$ cat src/rtl/core/mac_pkg.sv
// ----------------------------------------------------------------------------
// Multiply-accumulate unit package
// Operation codes and the decoded command that passes from front to back.
// ----------------------------------------------------------------------------
package mac_pkg;

    localparam logic [2:0] OP_MUL   = 3'd0;
    localparam logic [2:0] OP_MLA   = 3'd1;
    localparam logic [2:0] OP_UMULL = 3'd2;
    localparam logic [2:0] OP_SMULL = 3'd3;
    localparam logic [2:0] OP_UMLAL = 3'd4;
    localparam logic [2:0] OP_SMLAL = 3'd5;

    localparam logic [2:0] CYCLES_MIN = 3'd1;
    localparam logic [2:0] CYCLES_MAX = 3'd5;

    typedef struct packed {
        logic        is_long;
        logic        is_signed;
        logic        add_low;
        logic        add_high;
        logic        set_flags;
        logic [2:0]  cycles;
        logic [31:0] multiplicand;
        logic [31:0] multiplier;
        logic [31:0] addend_low;
        logic [31:0] addend_high;
    } t_mac_cmd;

endpackage

$ cat src/rtl/core/mac_if.sv
// ----------------------------------------------------------------------------
// Multiply-accumulate channel interfaces
// Request and response channels with valid/ready handshake.
// ----------------------------------------------------------------------------
interface mac_req_if;
    logic        valid;
    logic        ready;
    logic [2:0]  op;
    logic        set_flags;
    logic [31:0] multiplicand;
    logic [31:0] multiplier;
    logic [31:0] addend_low;
    logic [31:0] addend_high;

    modport source (
        output valid, op, set_flags, multiplicand, multiplier, addend_low, addend_high,
        input  ready
    );
    modport sink (
        input  valid, op, set_flags, multiplicand, multiplier, addend_low, addend_high,
        output ready
    );
endinterface

interface mac_rsp_if;
    logic        valid;
    logic        ready;
    logic [31:0] product_low;
    logic [31:0] product_high;
    logic        writes_high;
    logic        flags_valid;
    logic        negative_flag;
    logic        zero_flag;
    logic [2:0]  cycles;

    modport source (
        output valid, product_low, product_high, writes_high, flags_valid,
               negative_flag, zero_flag, cycles,
        input  ready
    );
    modport sink (
        input  valid, product_low, product_high, writes_high, flags_valid,
               negative_flag, zero_flag, cycles,
        output ready
    );
endinterface

$ cat src/rtl/core/multiply_accumulate_unit.sv
// ----------------------------------------------------------------------------
// Multiply-accumulate unit
// Execute-stage multiplier for 32-bit and 64-bit multiply and accumulate.
// ----------------------------------------------------------------------------
// The unit takes one request beat per cycle, except while the decode register
// holds a command that the full queue cannot take, and returns one response
// beat per request, in order. A request passes a decode register, a command
// queue of QUEUE_DEPTH entries and a two-stage multiply and accumulate
// pipeline; the multiplier stage bounds the clock. The cycles field reports
// the early-termination count of the multiplier operand for the execute stage.
module multiply_accumulate_unit
    import mac_pkg::*;
#(
    parameter int QUEUE_DEPTH = 4
) (
    input  logic      i_clk,
    input  logic      i_rst_n,
    mac_req_if.sink   i_req,
    mac_rsp_if.source o_rsp
);

    logic     push;
    logic     full;
    logic     pop;
    logic     empty;
    t_mac_cmd front_cmd;
    t_mac_cmd queue_cmd;

    mac_front u_front (
        .i_clk   (i_clk),
        .i_rst_n (i_rst_n),
        .i_req   (i_req),
        .o_push  (push),
        .o_cmd   (front_cmd),
        .i_full  (full)
    );

    mac_queue #(
        .DEPTH (QUEUE_DEPTH)
    ) u_queue (
        .i_clk   (i_clk),
        .i_rst_n (i_rst_n),
        .i_push  (push),
        .i_cmd   (front_cmd),
        .o_full  (full),
        .i_pop   (pop),
        .o_empty (empty),
        .o_cmd   (queue_cmd)
    );

    mac_back u_back (
        .i_clk   (i_clk),
        .i_rst_n (i_rst_n),
        .i_empty (empty),
        .i_cmd   (queue_cmd),
        .o_pop   (pop),
        .o_rsp   (o_rsp)
    );

    a_high_zero_short: assert property (@(posedge i_clk) disable iff (!i_rst_n)
        o_rsp.valid && !o_rsp.writes_high |-> o_rsp.product_high == 32'd0)
        else $error("Short operation returned a nonzero high word.");

    a_flags_gated: assert property (@(posedge i_clk) disable iff (!i_rst_n)
        o_rsp.valid && !o_rsp.flags_valid |-> !o_rsp.negative_flag && !o_rsp.zero_flag)
        else $error("Flags raised without a flag update.");

    a_cycles_range: assert property (@(posedge i_clk) disable iff (!i_rst_n)
        o_rsp.valid |-> o_rsp.cycles >= CYCLES_MIN && o_rsp.cycles <= CYCLES_MAX)
        else $error("Cycle count out of range.");

    a_mla_short: assert property (@(posedge i_clk) disable iff (!i_rst_n)
        o_rsp.valid && o_rsp.cycles == CYCLES_MAX |-> !o_rsp.writes_high)
        else $error("Long operation reported the multiply-add cycle count.");

    a_neg_zero_excl: assert property (@(posedge i_clk) disable iff (!i_rst_n)
        o_rsp.valid |-> !(o_rsp.negative_flag && o_rsp.zero_flag))
        else $error("Negative and zero flags both set.");

endmodule

$ cat src/rtl/core/mac_front.sv
// ----------------------------------------------------------------------------
// Multiply-accumulate front end
// Accepts request beats, decodes the operation and the early-termination
// cycle count, and hands the decoded command to the queue.
// ----------------------------------------------------------------------------
module mac_front
    import mac_pkg::*;
(
    input  logic     i_clk,
    input  logic     i_rst_n,
    mac_req_if.sink  i_req,
    output logic     o_push,
    output t_mac_cmd o_cmd,
    input  logic     i_full
);

    logic     r_valid;
    t_mac_cmd r_cmd;
    t_mac_cmd n_cmd;
    logic [2:0] op;
    logic [31:0] rs;
    logic [7:0] fill;
    logic [2:0] base_cycles;
    logic accept;

    assign o_push      = r_valid && !i_full;
    assign i_req.ready = !r_valid || !i_full;
    assign accept      = i_req.valid && i_req.ready;
    assign o_cmd       = r_cmd;

    always_comb begin
        op   = (i_req.op > OP_SMLAL) ? OP_MUL : i_req.op;
        rs   = i_req.multiplier;
        fill = {8{rs[31]}};
        if (rs[31:24] != fill) begin
            base_cycles = 3'd4;
        end else if (rs[23:16] != fill) begin
            base_cycles = 3'd3;
        end else if (rs[15:8] != fill) begin
            base_cycles = 3'd2;
        end else begin
            base_cycles = 3'd1;
        end
        n_cmd.is_long      = (op inside {OP_UMULL, OP_SMULL, OP_UMLAL, OP_SMLAL});
        n_cmd.is_signed    = (op inside {OP_SMULL, OP_SMLAL});
        n_cmd.add_low      = (op inside {OP_MLA, OP_UMLAL, OP_SMLAL});
        n_cmd.add_high     = (op inside {OP_UMLAL, OP_SMLAL});
        n_cmd.set_flags    = i_req.set_flags;
        n_cmd.cycles       = (op == OP_MLA) ? base_cycles + 3'd1 : base_cycles;
        n_cmd.multiplicand = i_req.multiplicand;
        n_cmd.multiplier   = rs;
        n_cmd.addend_low   = i_req.addend_low;
        n_cmd.addend_high  = i_req.addend_high;
    end

    always_ff @(posedge i_clk) begin
        if (!i_rst_n) begin
            r_valid <= 1'b0;
        end else if (accept) begin
            r_valid <= 1'b1;
        end else if (o_push) begin
            r_valid <= 1'b0;
        end
    end

    always_ff @(posedge i_clk) begin
        if (accept) begin
            r_cmd <= n_cmd;
        end
    end

endmodule

$ cat src/rtl/core/mac_queue.sv
// ----------------------------------------------------------------------------
// Multiply-accumulate command queue
// Small first-in first-out buffer between the front end and the datapath.
// ----------------------------------------------------------------------------
module mac_queue
    import mac_pkg::*;
#(
    parameter int DEPTH = 4
) (
    input  logic     i_clk,
    input  logic     i_rst_n,
    input  logic     i_push,
    input  t_mac_cmd i_cmd,
    output logic     o_full,
    input  logic     i_pop,
    output logic     o_empty,
    output t_mac_cmd o_cmd
);

    localparam int PW = (DEPTH > 1) ? $clog2(DEPTH) : 1;
    localparam int CW = $clog2(DEPTH + 1);

    t_mac_cmd        r_mem [DEPTH];
    logic [PW-1:0]   r_wr_ptr;
    logic [PW-1:0]   r_rd_ptr;
    logic [CW-1:0]   r_count;
    logic            do_push;
    logic            do_pop;

    assign o_full  = (r_count == CW'(DEPTH));
    assign o_empty = (r_count == '0);
    assign do_push = i_push && !o_full;
    assign do_pop  = i_pop && !o_empty;
    assign o_cmd   = r_mem[r_rd_ptr];

    always_ff @(posedge i_clk) begin
        if (!i_rst_n) begin
            r_wr_ptr <= '0;
            r_rd_ptr <= '0;
            r_count  <= '0;
        end else begin
            if (do_push) begin
                r_wr_ptr <= (r_wr_ptr == PW'(DEPTH - 1)) ? '0 : r_wr_ptr + PW'(1);
            end
            if (do_pop) begin
                r_rd_ptr <= (r_rd_ptr == PW'(DEPTH - 1)) ? '0 : r_rd_ptr + PW'(1);
            end
            if (do_push && !do_pop) begin
                r_count <= r_count + CW'(1);
            end else if (do_pop && !do_push) begin
                r_count <= r_count - CW'(1);
            end
        end
    end

    always_ff @(posedge i_clk) begin
        if (do_push) begin
            r_mem[r_wr_ptr] <= i_cmd;
        end
    end

endmodule

$ cat src/rtl/core/mac_back.sv
// ----------------------------------------------------------------------------
// Multiply-accumulate datapath
// Two-stage pipeline: a 33x33 signed multiply, then the accumulate add
// with flag generation into the response register.
// ----------------------------------------------------------------------------
module mac_back
    import mac_pkg::*;
(
    input  logic     i_clk,
    input  logic     i_rst_n,
    input  logic     i_empty,
    input  t_mac_cmd i_cmd,
    output logic     o_pop,
    mac_rsp_if.source o_rsp
);

    logic        advance;
    logic        r_m_valid;
    logic [63:0] r_m_prod;
    logic [63:0] r_m_acc;
    logic        r_m_long;
    logic        r_m_flags;
    logic [2:0]  r_m_cycles;
    logic signed [32:0] op_a;
    logic signed [32:0] op_b;
    logic signed [65:0] prod;
    logic [63:0] sum;

    logic        r_o_valid;
    logic [31:0] r_o_low;
    logic [31:0] r_o_high;
    logic        r_o_long;
    logic        r_o_flags;
    logic        r_o_neg;
    logic        r_o_zero;
    logic [2:0]  r_o_cycles;

    assign advance = !r_o_valid || o_rsp.ready;
    assign o_pop   = advance && !i_empty;

    assign op_a = {i_cmd.is_signed & i_cmd.multiplicand[31], i_cmd.multiplicand};
    assign op_b = {i_cmd.is_signed & i_cmd.multiplier[31], i_cmd.multiplier};
    assign prod = op_a * op_b;
    assign sum  = r_m_prod + r_m_acc;

    always_ff @(posedge i_clk) begin
        if (!i_rst_n) begin
            r_m_valid <= 1'b0;
            r_o_valid <= 1'b0;
        end else if (advance) begin
            r_m_valid <= !i_empty;
            r_o_valid <= r_m_valid;
        end
    end

    always_ff @(posedge i_clk) begin
        if (advance) begin
            r_m_prod   <= prod[63:0];
            r_m_acc    <= {i_cmd.add_high ? i_cmd.addend_high : 32'd0,
                           i_cmd.add_low ? i_cmd.addend_low : 32'd0};
            r_m_long   <= i_cmd.is_long;
            r_m_flags  <= i_cmd.set_flags;
            r_m_cycles <= i_cmd.cycles;

            r_o_low    <= sum[31:0];
            r_o_high   <= r_m_long ? sum[63:32] : 32'd0;
            r_o_long   <= r_m_long;
            r_o_flags  <= r_m_flags;
            r_o_neg    <= r_m_flags && (r_m_long ? sum[63] : sum[31]);
            r_o_zero   <= r_m_flags && (r_m_long ? (sum == 64'd0) : (sum[31:0] == 32'd0));
            r_o_cycles <= r_m_cycles;
        end
    end

    assign o_rsp.valid         = r_o_valid;
    assign o_rsp.product_low   = r_o_low;
    assign o_rsp.product_high  = r_o_high;
    assign o_rsp.writes_high   = r_o_long;
    assign o_rsp.flags_valid   = r_o_flags;
    assign o_rsp.negative_flag = r_o_neg;
    assign o_rsp.zero_flag     = r_o_zero;
    assign o_rsp.cycles        = r_o_cycles;

endmodule
$ cat src/flat_wrapper.sv
// flat-port wrapper written by rule: the top's interface ports become plain ports
module multiply_accumulate_unit_flat import mac_pkg::*;
#(
    parameter int QUEUE_DEPTH = 4
)
  (i_clk, i_rst_n, i_req_valid, i_req_op, i_req_set_flags, i_req_multiplicand, i_req_multiplier, i_req_addend_low, i_req_addend_high, i_req_ready, o_rsp_valid, o_rsp_product_low, o_rsp_product_high, o_rsp_writes_high, o_rsp_flags_valid, o_rsp_negative_flag, o_rsp_zero_flag, o_rsp_cycles, o_rsp_ready);
  mac_req_if i_req_i ();
  mac_rsp_if o_rsp_i ();
  input  logic i_clk;
  input  logic i_rst_n;
  input wire logic [$bits(i_req_i.valid)-1:0] i_req_valid;
  input wire logic [$bits(i_req_i.op)-1:0] i_req_op;
  input wire logic [$bits(i_req_i.set_flags)-1:0] i_req_set_flags;
  input wire logic [$bits(i_req_i.multiplicand)-1:0] i_req_multiplicand;
  input wire logic [$bits(i_req_i.multiplier)-1:0] i_req_multiplier;
  input wire logic [$bits(i_req_i.addend_low)-1:0] i_req_addend_low;
  input wire logic [$bits(i_req_i.addend_high)-1:0] i_req_addend_high;
  output wire logic [$bits(i_req_i.ready)-1:0] i_req_ready;
  output wire logic [$bits(o_rsp_i.valid)-1:0] o_rsp_valid;
  output wire logic [$bits(o_rsp_i.product_low)-1:0] o_rsp_product_low;
  output wire logic [$bits(o_rsp_i.product_high)-1:0] o_rsp_product_high;
  output wire logic [$bits(o_rsp_i.writes_high)-1:0] o_rsp_writes_high;
  output wire logic [$bits(o_rsp_i.flags_valid)-1:0] o_rsp_flags_valid;
  output wire logic [$bits(o_rsp_i.negative_flag)-1:0] o_rsp_negative_flag;
  output wire logic [$bits(o_rsp_i.zero_flag)-1:0] o_rsp_zero_flag;
  output wire logic [$bits(o_rsp_i.cycles)-1:0] o_rsp_cycles;
  input wire logic [$bits(o_rsp_i.ready)-1:0] o_rsp_ready;
  assign i_req_i.valid = i_req_valid;
  assign i_req_i.op = i_req_op;
  assign i_req_i.set_flags = i_req_set_flags;
  assign i_req_i.multiplicand = i_req_multiplicand;
  assign i_req_i.multiplier = i_req_multiplier;
  assign i_req_i.addend_low = i_req_addend_low;
  assign i_req_i.addend_high = i_req_addend_high;
  assign i_req_ready = i_req_i.ready;
  assign o_rsp_valid = o_rsp_i.valid;
  assign o_rsp_product_low = o_rsp_i.product_low;
  assign o_rsp_product_high = o_rsp_i.product_high;
  assign o_rsp_writes_high = o_rsp_i.writes_high;
  assign o_rsp_flags_valid = o_rsp_i.flags_valid;
  assign o_rsp_negative_flag = o_rsp_i.negative_flag;
  assign o_rsp_zero_flag = o_rsp_i.zero_flag;
  assign o_rsp_cycles = o_rsp_i.cycles;
  assign o_rsp_i.ready = o_rsp_ready;
  multiply_accumulate_unit #(.QUEUE_DEPTH(QUEUE_DEPTH)) u_core (.i_clk(i_clk), .i_rst_n(i_rst_n), .i_req(i_req_i), .o_rsp(o_rsp_i));
endmodule
$ cat config.mk
export PLATFORM = sky130hd
export DESIGN_NAME = multiply_accumulate_unit_flat
export DESIGN_NICKNAME = d
export VERILOG_FILES = /design/src/rtl/core/mac_pkg.sv /design/src/rtl/core/mac_if.sv /design/src/rtl/core/multiply_accumulate_unit.sv /design/src/rtl/core/mac_front.sv /design/src/rtl/core/mac_queue.sv /design/src/rtl/core/mac_back.sv /design/src/flat_wrapper.sv
export SDC_FILE = /design/constraint.sdc
export NUM_CORES = 2
export LEC_CHECK = 0
export ABC_CLOCK_PERIOD_IN_PS = 9600
export BUFFER_PORTS_ARGS = -buffer_cell sky130_fd_sc_hd__buf_2
export CORE_MARGIN = 3
export CORE_UTILIZATION = 36
export CTS_BUF_LIST = sky130_fd_sc_hd__clkbuf_2
export DETAILED_ROUTE_END_ITERATION = 6
export PLACE_DENSITY_LB_ADDON = 0.1
export SETUP_SLACK_MARGIN = 0.15
export SKIP_LAST_GASP = 1
export SYNTH_ARGS = -nofsm -noshare
export SYNTH_HDL_FRONTEND = slang
export SYNTH_SLANG_ARGS = --single-unit
$ cat constraint.sdc
create_clock -name i_clk -period 9.6 [get_ports i_clk]
set_clock_uncertainty 0.1 [all_clocks]
set_input_delay 1.44 -clock i_clk [delete_from_list [all_inputs] [get_ports i_clk]]
set_output_delay 1.44 -clock i_clk [all_outputs]
set_load 0.02 [all_outputs]
### After elaboration in Yosys (flattened, before gate mapping)

Memories as Yosys holds them, arrays and structs flattened. A register that Yosys moved wholly into a read port is not among the register bits.
Cells that the tools add are included.

* register bits: 350
* memory bits (writable): 544
* bits of input ports: 136
* output and inout port bits: 73
* memories: 1

Memory list
* u_core.u_queue.r_mem: depth 4, bits a word 136, rd ports 1, clocked after memory_dff 1, wr ports 1, RTL line mac_queue.sv:23 `t_mac_cmd r_mem [DEPTH];`

* $add $sub $neg: 6
* multipliers: 1
* magnitude comparators: 1
* equality and inequality tests: 11
* muxes and demuxes: 17
* bitwise operators: 2
* reductions and logical operators: 26

Operator list (count)
* $add A64 B64 Y64: 1
* $logic_not A64 Y1: 1
* $mul A33 B33 Y64: 1
* $logic_not A32 Y1: 1
* $ne A8 B8 Y1: 2
* $mux W3: 5
* $mux W2: 6
* $eq A3 B3 Y1 const B: 3
* $logic_and A1 B1 Y1: 9
* $reduce_bool A2 Y1: 4
* $ne A7 B7 Y1: 1
* $add A3 B1 Y3 const B: 2
* $eq A3 B2 Y1 const B: 2
* $logic_not A1 Y1: 6
* $mux W1: 6
* $add A2 B1 Y2 const B: 2
* $eq A2 B2 Y1 const B: 2
* $reduce_bool A4 Y1: 1
* $eq A3 B1 Y1 const B: 1
* $gt A3 B3 Y1 const B: 1
* $logic_not A3 Y1: 1
* $reduce_bool A3 Y1: 1
* $sub A3 B1 Y3 const B: 1
* $and A1 B1 Y1: 2
* $logic_or A1 B1 Y1: 2

### Longest topological paths before layout

* word-level depth: 8
* mapped depth: 37
* mapped depth without buffers: 33

### Cells and area by module

From an unflattened synthesis, not the netlist that was laid out.

* cell total of the unflattened synthesis: 6025
* area, all modules: 73430.4 um^2

By module, submodules not included
* mac_back: instances 1, cells an instance 5087, area each 48958.2 um^2
* mac_queue: instances 1, cells an instance 761, area each 20060.5 um^2
* mac_front: instances 1, cells an instance 177, area each 4411.7 um^2

### Worst setup path before layout

No wires, ideal clock.

* path kind: register to register
* from: reg (tool-made name)
* to: reg u_core.u_back.r_m_prod[61], data pin
* library setup time: 0.258 ns
* data arrival time: 9.171 ns
* data required time: 9.242 ns
* slack: 0.071 ns
* cell stages (with the launch flop): 37
* period minus slack after synthesis: 9.529 ns
* path through: dfxtp_1 -> clkbuf_1 -> clkbuf_1 -> buf_1 -> mux2i_1 -> nand2_1 -> o21a_1 -> clkbuf_1 -> buf_1 -> nand2_1 -> fa_1 -> fa_1 -> inv_1 -> fa_1 -> inv_1 -> fa_1 -> inv_1 -> fa_1 -> inv_1 -> fa_1 -> inv_1 -> fa_1 -> inv_1 -> fa_1 -> inv_1 -> ha_1 -> nand2_1 -> or4_1 -> a311oi_1 -> nor3_1 -> a2111oi_0 -> nor2_1 -> o2111ai_1 -> a31oi_1 -> o21bai_1 -> a21oi_1 -> xnor2_1

RTL lines
* end signal, assigned: RTL line mac_back.sv:58 `r_m_prod <= prod[63:0];`
* end, declared: RTL line mac_back.sv:19 `logic [63:0] r_m_prod;`

==> qor.txt <==
Max clock buf depth -> 3
Area Overhead vs Synth -> 14.5%
Share of the synthesized area in the top cell type -> 36.4%
Finished Layout Cells -> 9711
Largest family of logic cells by synthesized area -> adder cells
Area contributors post-synth -> edfxtp_1 36%, fa_1 31%, inv_1 6.0%
Critical Path Max Stage Delay -> 0.57 ns
GRT Total Usage -> 22.0%
Cell Rows -> 164
Clk sinks -> 896
Drt drc -> 0
TritonCTS buffer count -> 233
Placed Cells -> 9098
Fin crit share -> 96.3%
Post-route ant nets -> 0
Initial Utilization -> 36.3%
Max Fclk -> 0.108 GHz
Vias -> 48000
CP max FO -> 22
HPWL Detailed -> 177000 µm
Syn Area/Cell -> 11.8 µm²
Storage element area -> 26800 µm²
RSZ-0062 raised after global routing -> true
Mapped Nets -> 7746
Hold Fails Final Rpt -> 0
Maxcap violations -> 0
Part of the Yosys area used for sequential elements -> 36.8%
Gpl congestion -> 0.887
Most used cell, CP -> fa_1
Initial antenna violation count -> 7
Final wirelength -> 226000 µm
Worst Setup End Kind -> register
Die Y -> 456 µm
DRT iter0 DRCs -> 2944
Worst-Skew Late Latency -> 1.82 ns
Syn Inst Count -> 6198
Final setup viols -> 0
First-pass DRT Iterations -> 5
Layout Nets -> 8430
CTS tree -> done
Largest net degree at the start of global routing -> 129
EDFF count, synth -> 884
Synthesized flop and latch total -> 896
Most used DFF post-synth -> edfxtp_1
Multi-input gate area -> 40900 µm²
CORE AREA -> 200000 µm²
Worst path slowest cell -> fa_1
Count leader, synth -> inv_1
Die Span X -> 456 µm
Synth unique cells -> 78
Clk pin slew, worst setup/hold paths -> 0.11 ns
Post-synthesis mux area share -> 4.27%
Critical Path RT -> 11.03 ns
DR vias/cell -> 4.94
Synth Warn # -> 0
Total gr overflow -> 0
Post-Syn Area -> 72900 µm²
Crit Path Class -> register to register
Root Driver -> clkbuf_2
Ys async rst share -> 0%
Layout Utilization -> 41.6%
Share of layout cells above drive strength 1 -> 15.3%
WL/cell -> 23.3 µm
Total Neg Setup Slack -> 0 ns
Fill cell count -> 19300
Level count of the clock H-tree -> 4
Top cells by count, synth -> 1174 x inv_1, 1127 x fa_1, 884 x edfxtp_1, 807 x nand2_1, 453 x nor2_1
Port Buffers -> 208
Worst-Margin Slew -> 1.24 ns
Complex-gate fraction of the synthesized area -> 4.48%
Startpoint Class -> register
Synth Area in Simple Gates -> 9.63%
Post-Synth Adder-Cell Area -> 35.9%
Final worst slack -> 0.359 ns
Pre-CTS setup slack -> -0.345 ns
Die area -> 208000 µm²
Final Critical Period -> 9.24 ns
Status -> finished clean
XOR/XNOR share of the synthesized area -> 1.57%
Hold Path Class -> input port to register
# IOs -> 209
Final slew viol count -> 0
Critical Path AT -> 10.67 ns
Area leader, netlist -> edfxtp_1
Max transition margin -> 17.6%
Vias in the first global route -> 52000
First-pass GRT wire length -> 340000 µm
layout by cell type (no fill, tap or decap), drive strengths merged, types with 7 or more instances in the layout:
| cell | instances |
|---|---|
| a2111oi | 8 |
| a211oi | 15 |
| a21boi | 11 |
| a21o | 62 |
| a21oi | 119 |
| a31oi | 20 |
| and2 | 80 |
| and3 | 19 |
| buf | 526 |
| clkbuf | 324 |
| clkinv | 67 |
| dfxtp | 12 |
| diode | 7 |
| dlygate4sd3 | 185 |
| edfxtp | 884 |
| fa | 1127 |
| ha | 285 |
| inv | 1182 |
| mux2 | 47 |
| mux2i | 53 |
| mux4 | 91 |
| nand2 | 807 |
| nand2b | 17 |
| nand3 | 49 |
| nand4 | 25 |
| nor2 | 453 |
| nor2b | 82 |
| nor3 | 42 |
| nor4 | 15 |
| o211ai | 15 |
| o21a | 55 |
| o21ai | 105 |
| o21bai | 22 |
| or2 | 7 |
| or3 | 8 |
| xnor2 | 90 |
| xor2 | 41 |
logic make-up after synthesis:
group           count (synthesis)
simple gates                 1631
buf+inv                      1439
fa+ha+maj                    1412
flops                         896
compound gates                498
mux                           191
xor+xnor                      131
critical path, delay by kind of cell, from the launching register on:
kind / cells / cell delay, ns
adders and majority gates: 9 / 4.36
AOI/OAI and AO/OA: 7 / 1.55
DFF: 1 / 0.41
muxes: 1 / 0.37
and+or+nand+nor: 5 / 0.88
xor gates and xnor gates: 1 / 0.13
buffers and inverters: 8 / 1.17
final timing paths:
| check | from | end | slack (ns) | cells past startpoint |
|---|---|---|---|---|
| max reg2reg | register | u_core.u_back.r_m_prod[61] | 0.36 | 31 |
| min | i_req_addend_low[7] | u_core.u_front.o_cmd[39] | 0.30 | 2 |
| min reg2reg | u_core.u_front.o_cmd[127] | u_core.u_queue.r_mem[0][127] | 0.32 | 0 |
| max | register | u_core.u_back.r_m_prod[61] | 0.36 | 31 |
what timing repair did:
item	CTS	global route
endpoints found under the hold margin	150	0
resized for setup	6	46
pin swaps	0	7
hold buffers	185	0
setup endpoints to repair	8	13
setup buffers	3	16
cloned	0	1
cell type report:
class	count	area share, %
diodes	7	0.0210
clock buffers	323	1.94
clock inverters	78	0.491
inverters	1176	5.32
multi-input cells	3863	49.0
flip-flops and latches	896	32.1
well taps	2656	3.99
repair buffers	712	7.10
per-stage QoR:
stage,hold slack [ns],instance area [µm²]
floorplan,0.300,72900
detailed placement,0.309,79100
CTS,0.00130,83000
finish,0.303,83400
global route,0.0747,83400
global placement,0.308,79100
state kept, by name, indices dropped and copies added, names as in the netlist, 2 cells and up, named ones only:
| name | flops |
|---|---|
| u_core.u_back.o_rsp.cycles | 3 |
| u_core.u_back.o_rsp.product_high | 32 |
| u_core.u_back.o_rsp.product_low | 32 |
| u_core.u_back.r_m_acc | 64 |
| u_core.u_back.r_m_cycles | 3 |
| u_core.u_back.r_m_prod | 64 |
| u_core.u_front.o_cmd | 136 |
| u_core.u_queue.r_count | 3 |
| u_core.u_queue.r_mem | 544 |
| u_core.u_queue.r_rd_ptr | 2 |
| u_core.u_queue.r_wr_ptr | 2 |
routing by layer:
metal | vias to the layer above | track usage (%) | wire, µm | share of wire [%]
met3 | 293 | 3.33 | 11700 | 5.2
li1 | 21300 | - | - | -
met5 | - | 0 | 13 | 0.0058
met2 | 1370 | 35.4 | 105000 | 47
met4 | 2 | 7.19 | 7170 | 3.2
met1 | 25000 | 30.5 | 102000 | 45
Power is not shown: default switching activity piles up to over one toggle a cycle in this logic, so the estimate is an artifact.
